--- src/design/ehdf_pkg.sv ---
`default_nettype none

package ehdf_pkg;

	// Number of joints served by the block.
	localparam int JOINTS = 12;
	// Address width of the per-joint position store.
	localparam int JOINT_AW = (JOINTS > 1) ? $clog2(JOINTS) : 1;

	// Field widths.
	localparam int JIDX_W = 4;
	localparam int POS_W = 20;
	localparam int VEL_W = 16;
	localparam int DT_W = 16;
	localparam int THR_W = 15;
	localparam int ALPHA_W = 17;
	localparam int TMO_W = 24;
	localparam int TIME_W = 25;
	localparam int SUM_W = 34;
	localparam int CFG_IDX_W = 2;
	localparam int CFG_DATA_W = 24;

	// Commands.
	localparam logic CMD_INIT = 1'b0;
	localparam logic CMD_ADVANCE = 1'b1;

	// Drive modes.
	localparam logic MODE_HOLD = 1'b0;
	localparam logic MODE_LOCK = 1'b1;

	// Configuration register indexes.
	localparam logic [CFG_IDX_W-1:0] REG_VELOCITY_THRESHOLD = 2'd0;
	localparam logic [CFG_IDX_W-1:0] REG_SMOOTHING_ALPHA = 2'd1;
	localparam logic [CFG_IDX_W-1:0] REG_TIMEOUT_US = 2'd2;

	// Reset values of the configuration registers.
	localparam logic [THR_W-1:0] THR_RESET = 15'd512;
	localparam logic [ALPHA_W-1:0] ALPHA_RESET = 17'd328;
	localparam logic [TMO_W-1:0] TMO_RESET = 24'd1500000;

	// Alpha of exactly one in Q1.16.
	localparam logic [ALPHA_W-1:0] ALPHA_ONE = 17'd65536;

	typedef struct packed {
		logic command;
		logic [JIDX_W-1:0] joint_index;
		logic signed [POS_W-1:0] joint_position;
		logic signed [VEL_W-1:0] joint_velocity;
		logic [DT_W-1:0] tick_dt_us;
	} sample_t;

	typedef struct packed {
		logic [JIDX_W-1:0] out_joint;
		logic drive_mode;
		logic signed [POS_W-1:0] position_command;
		logic last_of_run;
	} result_t;

endpackage

`default_nettype wire

--- src/design/ehdf_ram.sv ---
`default_nettype none

// Simple dual-port RAM: one write port, one read port with registered data.
module ehdf_ram #(
	parameter int WIDTH = 8,
	parameter int DEPTH = 16
) (
	input wire logic clk,
	input wire logic we,
	input wire logic [((DEPTH > 1) ? $clog2(DEPTH) : 1)-1:0] waddr,
	input wire logic [WIDTH-1:0] wdata,
	input wire logic re,
	input wire logic [((DEPTH > 1) ? $clog2(DEPTH) : 1)-1:0] raddr,
	output logic [WIDTH-1:0] rdata
);

	logic [WIDTH-1:0] mem_q [DEPTH];

	always_ff @(posedge clk) begin
		if (we) begin
			mem_q[waddr] <= wdata;
		end
		if (re) begin
			rdata <= mem_q[raddr];
		end
	end

endmodule

`default_nettype wire

--- src/design/emergency_hold_damp_then_freeze.sv ---
`default_nettype none

// An advance word passes the states ADV_MUL, where the read data of the position store is used
// and the alpha product is registered, and ADV_EMIT, which loads its result word. An init
// word on the last joint passes INIT, DECIDE and REPLAY, which loads its twelve results in turn;
// other init words pass INIT only. A new word is taken only once the sequencer is idle again,
// so output stalls also hold the input. Reset clears mode, timer, speed sum, store valid bits
// and configuration to their defaults; no clearing pass is needed.
module emergency_hold_damp_then_freeze (
	input wire logic clk,
	input wire logic arst_n,
	input wire logic sample_valid,
	output logic sample_stall,
	input wire ehdf_pkg::sample_t sample,
	output logic result_valid,
	input wire logic result_stall,
	output ehdf_pkg::result_t result,
	input wire logic cfg_we,
	input wire logic [ehdf_pkg::CFG_IDX_W-1:0] cfg_index,
	input wire logic [ehdf_pkg::CFG_DATA_W-1:0] cfg_data
);

	// Sequencer state codes.
	localparam logic [2:0] ST_IDLE = 3'd0;
	localparam logic [2:0] ST_INIT = 3'd1;
	localparam logic [2:0] ST_DECIDE = 3'd2;
	localparam logic [2:0] ST_REPLAY = 3'd3;
	localparam logic [2:0] ST_ADV_MUL = 3'd4;
	localparam logic [2:0] ST_ADV_EMIT = 3'd5;

	localparam int AW = ehdf_pkg::JOINT_AW;
	localparam int PW = ehdf_pkg::POS_W;
	localparam logic [AW-1:0] LAST_ADDR = AW'(ehdf_pkg::JOINTS - 1);
	localparam logic [ehdf_pkg::JIDX_W-1:0] LAST_JOINT =
		ehdf_pkg::JIDX_W'(ehdf_pkg::JOINTS - 1);
	localparam logic [ehdf_pkg::SUM_W-1:0] SUM_MAX = '1;
	localparam logic [ehdf_pkg::TIME_W-1:0] TIME_MAX = '1;

	// Configuration registers.
	logic [ehdf_pkg::THR_W-1:0] thr_q;
	logic [ehdf_pkg::ALPHA_W-1:0] alpha_q;
	logic [ehdf_pkg::TMO_W-1:0] tmo_q;

	// Block state.
	logic moving_q;
	logic [ehdf_pkg::TIME_W-1:0] time_q;
	logic [ehdf_pkg::SUM_W-1:0] sum_q;
	logic [ehdf_pkg::JOINTS-1:0] valid_q;

	// Sequencer.
	logic [2:0] state_q;
	logic [AW-1:0] cnt_q;
	ehdf_pkg::sample_t item_q;
	logic signed [PW-1:0] prev_q;
	logic signed [38:0] prod_q;
	logic rvalid_q;

	// Output register.
	logic result_valid_q;
	ehdf_pkg::result_t result_q;

	// Position store ports.
	logic ram_we;
	logic [AW-1:0] ram_waddr;
	logic [PW-1:0] ram_wdata;
	logic ram_re;
	logic [AW-1:0] ram_raddr;
	logic [PW-1:0] ram_rdata;

	logic accept;
	logic in_range;
	logic item_last;
	logic out_free;
	logic out_load;
	logic signed [PW-1:0] prev_eff;
	logic signed [2*ehdf_pkg::VEL_W-1:0] vel_sq;
	logic [ehdf_pkg::SUM_W:0] sum_add;
	logic [ehdf_pkg::SUM_W-1:0] sum_nx;
	logic [2*ehdf_pkg::THR_W-1:0] thr_sq;
	logic [ehdf_pkg::ALPHA_W-1:0] alpha_sat;
	logic signed [PW:0] diff;
	logic signed [38:0] prod_d;
	logic signed [PW-1:0] damp_pos;
	logic [ehdf_pkg::TIME_W:0] time_add;
	logic [ehdf_pkg::TIME_W-1:0] time_nx;
	logic time_hit;

	ehdf_ram #(
		.WIDTH(PW),
		.DEPTH(ehdf_pkg::JOINTS)
	) u_prev_ram (
		.clk(clk),
		.we(ram_we),
		.waddr(ram_waddr),
		.wdata(ram_wdata),
		.re(ram_re),
		.raddr(ram_raddr),
		.rdata(ram_rdata)
	);

	// Words are taken only while the sequencer is idle; a finished result may still
	// wait in the output register at that time.
	assign sample_stall = (state_q != ST_IDLE);
	assign accept = sample_valid && !sample_stall;
	assign in_range = (32'(sample.joint_index) < ehdf_pkg::JOINTS);
	assign item_last = (item_q.joint_index == LAST_JOINT);
	assign out_free = !result_valid_q || !result_stall;
	// A result word is loaded into the output register in this cycle.
	assign out_load = out_free && ((state_q == ST_REPLAY) || (state_q == ST_ADV_EMIT));

	assign result_valid = result_valid_q;
	assign result = result_q;

	// A store entry that was never written reads as zero.
	assign prev_eff = rvalid_q ? $signed(ram_rdata) : '0;

	// Squared speed accumulation, saturating.
	assign vel_sq = item_q.joint_velocity * item_q.joint_velocity;
	assign sum_add = {1'b0, sum_q} + (ehdf_pkg::SUM_W + 1)'($unsigned(vel_sq));
	assign sum_nx = sum_add[ehdf_pkg::SUM_W] ? SUM_MAX : sum_add[ehdf_pkg::SUM_W-1:0];
	assign thr_sq = thr_q * thr_q;

	// Smoothing: alpha is clamped to one, the product is floored by the shift.
	assign alpha_sat = (alpha_q > ehdf_pkg::ALPHA_ONE) ? ehdf_pkg::ALPHA_ONE : alpha_q;
	assign diff = {item_q.joint_position[PW-1], item_q.joint_position} -
		{prev_eff[PW-1], prev_eff};
	assign prod_d = $signed({1'b0, alpha_sat}) * diff;
	assign damp_pos = prev_q + $signed(prod_q[PW+15:16]);

	// Damping timer, saturating, and the timeout check on its new value.
	assign time_add = {1'b0, time_q} + (ehdf_pkg::TIME_W + 1)'(item_q.tick_dt_us);
	assign time_nx = time_add[ehdf_pkg::TIME_W] ? TIME_MAX : time_add[ehdf_pkg::TIME_W-1:0];
	assign time_hit = (time_nx >= ehdf_pkg::TIME_W'(tmo_q));

	// Store access: writes and reads never address the same entry in overlapping
	// cycles, since the sequencer handles one word at a time.
	always_comb begin
		ram_we = 1'b0;
		ram_waddr = AW'(item_q.joint_index);
		ram_wdata = item_q.joint_position;
		ram_re = 1'b0;
		ram_raddr = AW'(sample.joint_index);
		unique case (state_q)
			ST_IDLE: begin
				ram_re = accept && in_range;
			end
			ST_INIT: begin
				ram_we = 1'b1;
			end
			ST_DECIDE: begin
				ram_re = 1'b1;
				ram_raddr = '0;
			end
			ST_REPLAY: begin
				ram_re = out_free && (cnt_q != LAST_ADDR);
				ram_raddr = cnt_q + AW'(1);
			end
			ST_ADV_MUL: begin
			end
			ST_ADV_EMIT: begin
				ram_we = out_free && moving_q;
				ram_wdata = damp_pos;
			end
			default: begin
			end
		endcase
	end

	// Configuration port.
	always_ff @(posedge clk or negedge arst_n) begin
		if (!arst_n) begin
			thr_q <= ehdf_pkg::THR_RESET;
			alpha_q <= ehdf_pkg::ALPHA_RESET;
			tmo_q <= ehdf_pkg::TMO_RESET;
		end else if (cfg_we) begin
			unique case (cfg_index)
				ehdf_pkg::REG_VELOCITY_THRESHOLD: thr_q <= cfg_data[ehdf_pkg::THR_W-1:0];
				ehdf_pkg::REG_SMOOTHING_ALPHA: alpha_q <= cfg_data[ehdf_pkg::ALPHA_W-1:0];
				ehdf_pkg::REG_TIMEOUT_US: tmo_q <= cfg_data[ehdf_pkg::TMO_W-1:0];
				default: begin
				end
			endcase
		end
	end

	// Data registers that need no reset.
	always_ff @(posedge clk) begin
		if (accept) begin
			item_q <= sample;
		end
		if (state_q == ST_ADV_MUL) begin
			prev_q <= prev_eff;
			prod_q <= prod_d;
		end
	end

	// Sequencer, mode, timer, speed sum and the output register.
	always_ff @(posedge clk or negedge arst_n) begin
		if (!arst_n) begin
			state_q <= ST_IDLE;
			cnt_q <= '0;
			moving_q <= 1'b0;
			time_q <= '0;
			sum_q <= '0;
			valid_q <= '0;
			rvalid_q <= 1'b0;
			result_valid_q <= 1'b0;
			result_q <= '0;
		end else begin
			if (ram_re) begin
				rvalid_q <= valid_q[ram_raddr];
			end
			if (ram_we) begin
				valid_q[ram_waddr] <= 1'b1;
			end
			if (out_load) begin
				result_valid_q <= 1'b1;
			end else if (result_valid_q && !result_stall) begin
				result_valid_q <= 1'b0;
			end

			unique case (state_q)
				ST_IDLE: begin
					// Words for joints beyond the last are dropped here.
					if (accept && in_range) begin
						state_q <= (sample.command == ehdf_pkg::CMD_INIT) ?
							ST_INIT : ST_ADV_MUL;
					end
				end
				ST_INIT: begin
					// The position goes to the store in this cycle.
					if (item_last) begin
						sum_q <= sum_nx;
						state_q <= ST_DECIDE;
					end else begin
						sum_q <= sum_nx;
						state_q <= ST_IDLE;
					end
				end
				ST_DECIDE: begin
					moving_q <= (sum_q > ehdf_pkg::SUM_W'(thr_sq));
					sum_q <= '0;
					time_q <= '0;
					cnt_q <= '0;
					state_q <= ST_REPLAY;
				end
				ST_REPLAY: begin
					// The smoothed position of a freshly stored joint is the stored
					// position itself, so the store is replayed without change.
					if (out_free) begin
						result_q.out_joint <= ehdf_pkg::JIDX_W'(cnt_q);
						result_q.drive_mode <= moving_q ? ehdf_pkg::MODE_HOLD :
							ehdf_pkg::MODE_LOCK;
						result_q.position_command <= moving_q ? prev_eff : '0;
						result_q.last_of_run <= (cnt_q == LAST_ADDR);
						if (cnt_q == LAST_ADDR) begin
							if (moving_q) begin
								time_q <= time_nx;
								if (time_hit) begin
									moving_q <= 1'b0;
								end
							end
							state_q <= ST_IDLE;
						end else begin
							cnt_q <= cnt_q + AW'(1);
						end
					end
				end
				ST_ADV_MUL: begin
					state_q <= ST_ADV_EMIT;
				end
				ST_ADV_EMIT: begin
					if (out_free) begin
						result_q.out_joint <= item_q.joint_index;
						result_q.drive_mode <= moving_q ? ehdf_pkg::MODE_HOLD :
							ehdf_pkg::MODE_LOCK;
						result_q.position_command <= moving_q ? damp_pos : '0;
						result_q.last_of_run <= 1'b1;
						// The switch to freeze shows from the next word on.
						if (item_last && moving_q) begin
							time_q <= time_nx;
							if (time_hit) begin
								moving_q <= 1'b0;
							end
						end
						state_q <= ST_IDLE;
					end
				end
				default: begin
					state_q <= ST_IDLE;
				end
			endcase
		end
	end

endmodule

`default_nettype wire
--- config.mk ---
export PLATFORM = sky130hd
export DESIGN_NAME = emergency_hold_damp_then_freeze
export DESIGN_NICKNAME = d
export VERILOG_FILES = /design/src/design/ehdf_pkg.sv /design/src/design/ehdf_ram.sv /design/src/design/emergency_hold_damp_then_freeze.sv
export SDC_FILE = /design/constraint.sdc
export NUM_CORES = 2
export LEC_CHECK = 0
export BUFFER_PORTS_ARGS = -buffer_cell sky130_fd_sc_hd__buf_2
export CORE_ASPECT_RATIO = 2
export CORE_UTILIZATION = 60
export CTS_BUF_LIST = sky130_fd_sc_hd__clkbuf_8
export DETAILED_ROUTE_END_ITERATION = 10
export PLACE_DENSITY = 0.77
export SETUP_SLACK_MARGIN = 0.4
export SKIP_LAST_GASP = 1
export SYNTH_ARGS = -nofsm -noshare
export SYNTH_HDL_FRONTEND = slang
export SYNTH_SLANG_ARGS = --single-unit
--- constraint.sdc ---
create_clock -name clk -period 9 [get_ports clk]
set_input_delay 0.9 -clock clk [delete_from_list [all_inputs] [get_ports clk]]
set_output_delay 0.9 -clock clk [all_outputs]
set_load 0.03 [all_outputs]
==> metrics <==
status=complete, but fails checks; failing checks=design-rule violations; final hold vios=0; clk sink count=519; CP Max Fanout=9; number of global-route vias before repair=41,000; DR WL/cell=20.4 um; GRT Overall Usage=31.8%; clk_skew=0.0595 ns; number of synthesized flops with an enable pin=356; CTS tree=yes; maximum clock insertion buffer count=3; worst skew pair latency=0.77 ns; final WL=136,000 um; number of fillers in the final layout=6,763; slowest CP cell=fa_1; reg2reg end=prod_q[35]$_DFFE_PN_; CTS buffer count=75; H-tree Lvls=3; Slew headroom=19.6%; Area Overhead vs Synth=8.93%; Syn Nets=6,522; required time worst endpoint=9.48 ns; Worst Hold Class=input pin to async pin; Post-Syn Area=0.0523 mm2; Worst setup SP type=register; RePlAce Congestion=1.02; FFs w/ async S/R, synth=31.4%; die extent in x=211 um; crit-path most repeated cell=fa_1; via count=38,600; Period minus WS final=8.53 ns; Site Rows=152; sequential area share after synthesis=28.3%; Via density=5.76; r2r startpoint=rvalid_q$_DFFE_PN0P_; number of DRC markers in iteration 0=2,350; Crit. End Element=register; die footprint=0.0884 mm2; synth top area cells=fa_1 (27%), edfxtp_1 (20%), ha_1 (9.8%); Final setup viols=0; critical path type=register to register; Worst Max-Slew Pin Slew=1.19 ns; Synth warnings=0; io pins=116; Final Cycle Share=94.8%; share of layout cells above drive strength 1=10.9%; Core Area=0.0860 mm2; clk slew on worst S/H paths=0.06 ns; Final nets=6,681; Pre-Repair DR Iteration Count=9; global-route wire length before repair=214,000 um; hold_buf cts=0; DRC=1; Gate Count Post-Synth=5,316; number of port buffers=115; Yosys cell types=82; Finished Layout Cells=6,692; CP max stage delay=0.57 ns; leading area contributor after synthesis=fa_1; Post-DRT Antenna Nets=0; max_cap viols=0; initial antenna violation count=9; RSZ-0062 raised after global routing=no; largest net degree at the start of global routing=100; depth of the worst register-to-register path=32; Starting Density=60.8%; Yosys reg bits=519; total gr overflow=0; FF-to-FF setup slack=0.47 ns; ys flop type=edfxtp_1; setup_tns=0 ns; max-slew violations=0; post-synth top area share=27.1%; die height=419 um; mean post-synth cell area=9.83 um2; crit path DAT=9.02 ns; placed cell count=6,493; Max Clock Freq=0.117 GHz; CTS root buffer=clkbuf_8; DP HPWL=105,000 um
-- worst max-delay path, delay by kind of cell (launching register included) --
family	cells	cell delay [ns]
DFF	1	0.41
and+or+nand+nor	5	1.11
xor gates and xnor gates	3	0.49
buffers and inverters	8	0.90
AOI/OAI and AO/OA	7	1.52
adders and majority gates	9	3.84
-- cells in the mapped netlist (18+ instances only) --
| cell | n |
|---|---|
| nand3_1 | 160 |
| and2_1 | 139 |
| a31oi_1 | 62 |
| xor2_1 | 71 |
| fa_1 | 708 |
| nor2_1 | 228 |
| inv_1 | 1029 |
| edfxtp_1 | 356 |
| nand2_1 | 804 |
| nand2b_1 | 36 |
| nor2b_1 | 39 |
| clkbuf_1 | 158 |
| nand4_1 | 18 |
| nor3_1 | 22 |
| a21oi_1 | 178 |
| a22o_1 | 30 |
| mux2_2 | 53 |
| xnor2_1 | 126 |
| a21o_1 | 78 |
| ha_1 | 410 |
| a311oi_1 | 20 |
| or2_2 | 24 |
| o21ai_0 | 139 |
| dfrtp_1 | 149 |
| o21a_1 | 28 |
| and3_1 | 49 |
-- through the flow --
step	utilization (%)	area, um2	worst slack, ns	hold slack [ns]
3_3_place_gp	63.3	54400	0.105	0.448
5_1_grt	66.2	56900	0.308	0.216
6_report	66.2	56900	0.465	0.190
3_5_place_dp	63.3	54400	-0.00993	0.454
4_1_cts	65.3	56200	0.401	0.216
2_1_floorplan	-	52300	0.882	0.434
-- timing repair --
item	in CTS	in global routing
setup endpoints to repair	41	43
resized for setup	17	100
gates cloned	0	3
pin swaps	2	57
buffers inserted	22	35
-- worst max-delay path by stage --
stage,startpoint,end,depth (start not counted)
detailed placement,item_q[27]$_DFFE_PP_,sum_q[6]$_DFFE_PN0P_,32
global placement,item_q[19]$_DFFE_PP_,sum_q[14]$_DFFE_PN0P_,30
global route,rvalid_q$_DFFE_PN0P_,prod_q[35]$_DFFE_PN_,32
finish,rvalid_q$_DFFE_PN0P_,prod_q[35]$_DFFE_PN_,32
CTS,item_q[23]$_DFFE_PP_,sum_q[26]$_DFFE_PN0P_,33
floorplan,rvalid_q$_DFFE_PN0P_,prod_q[35]$_DFFE_PN_,34
-- layout make-up --
cell class / instances / area, um2 / area share (%)
Sequential cell: 519 / 14800 / 26.0
Inverter: 1029 / 3870 / 6.79
Timing Repair Buffer: 264 / 1810 / 3.18
Antenna cell: 3 / 7.51 / 0.0132
Clock buffer: 81 / 1110 / 1.96
Multi-Input combinational cell: 3586 / 33500 / 58.8
Tap cell: 1155 / 1450 / 2.54
Clock inverter: 55 / 393 / 0.690
-- logic make-up after synthesis --
group,share of synthesized area (%)
xor+xnor,3.30
simple gates,13.4
flops,28.3
fa+ha+maj,36.9
mux,1.26
buf+inv,8.77
compound gates,8.01
-- layer usage --
layer | global-route usage, % | up-vias | routed length [um]
met4 | 21.5 | 10 | 10200
li1 | - | 17300 | -
met1 | 34.9 | 19200 | 46600
met3 | 5.22 | 598 | 8720
met2 | 56.2 | 1501 | 70700
met5 | 0 | - | 69
-- flip-flops by register name, indices dropped and copies added (netlist names), 12 cells and up --
| register | flops |
|---|---|
| alpha_q | 17 |
| item_q | 52 |
| prev_q | 20 |
| prod_q | 20 |
| result | 26 |
| sum_q | 34 |
| thr_q | 15 |
| time_q | 25 |
| tmo_q | 24 |
| u_prev_ram.mem_q | 240 |
| u_prev_ram.rdata | 20 |
| valid_q | 12 |
-- cells in the final DEF (no fill, tap or decap), drive strengths merged, types with 39 or more instances in the layout --
cell	count
mux2	53
nor2	229
xor2	71
nand2	804
a31oi	63
xnor2	126
and2	140
and3	49
a21oi	180
a21o	78
inv	1051
o21ai	149
buf	261
edfxtp	356
nor2b	39
fa	708
ha	410
clkbuf	84
nand3	160
dfrtp	149
Power is left out: the tool's default activity adds up to more than one toggle a clock period on the data nets, which glitch-free logic cannot reach.
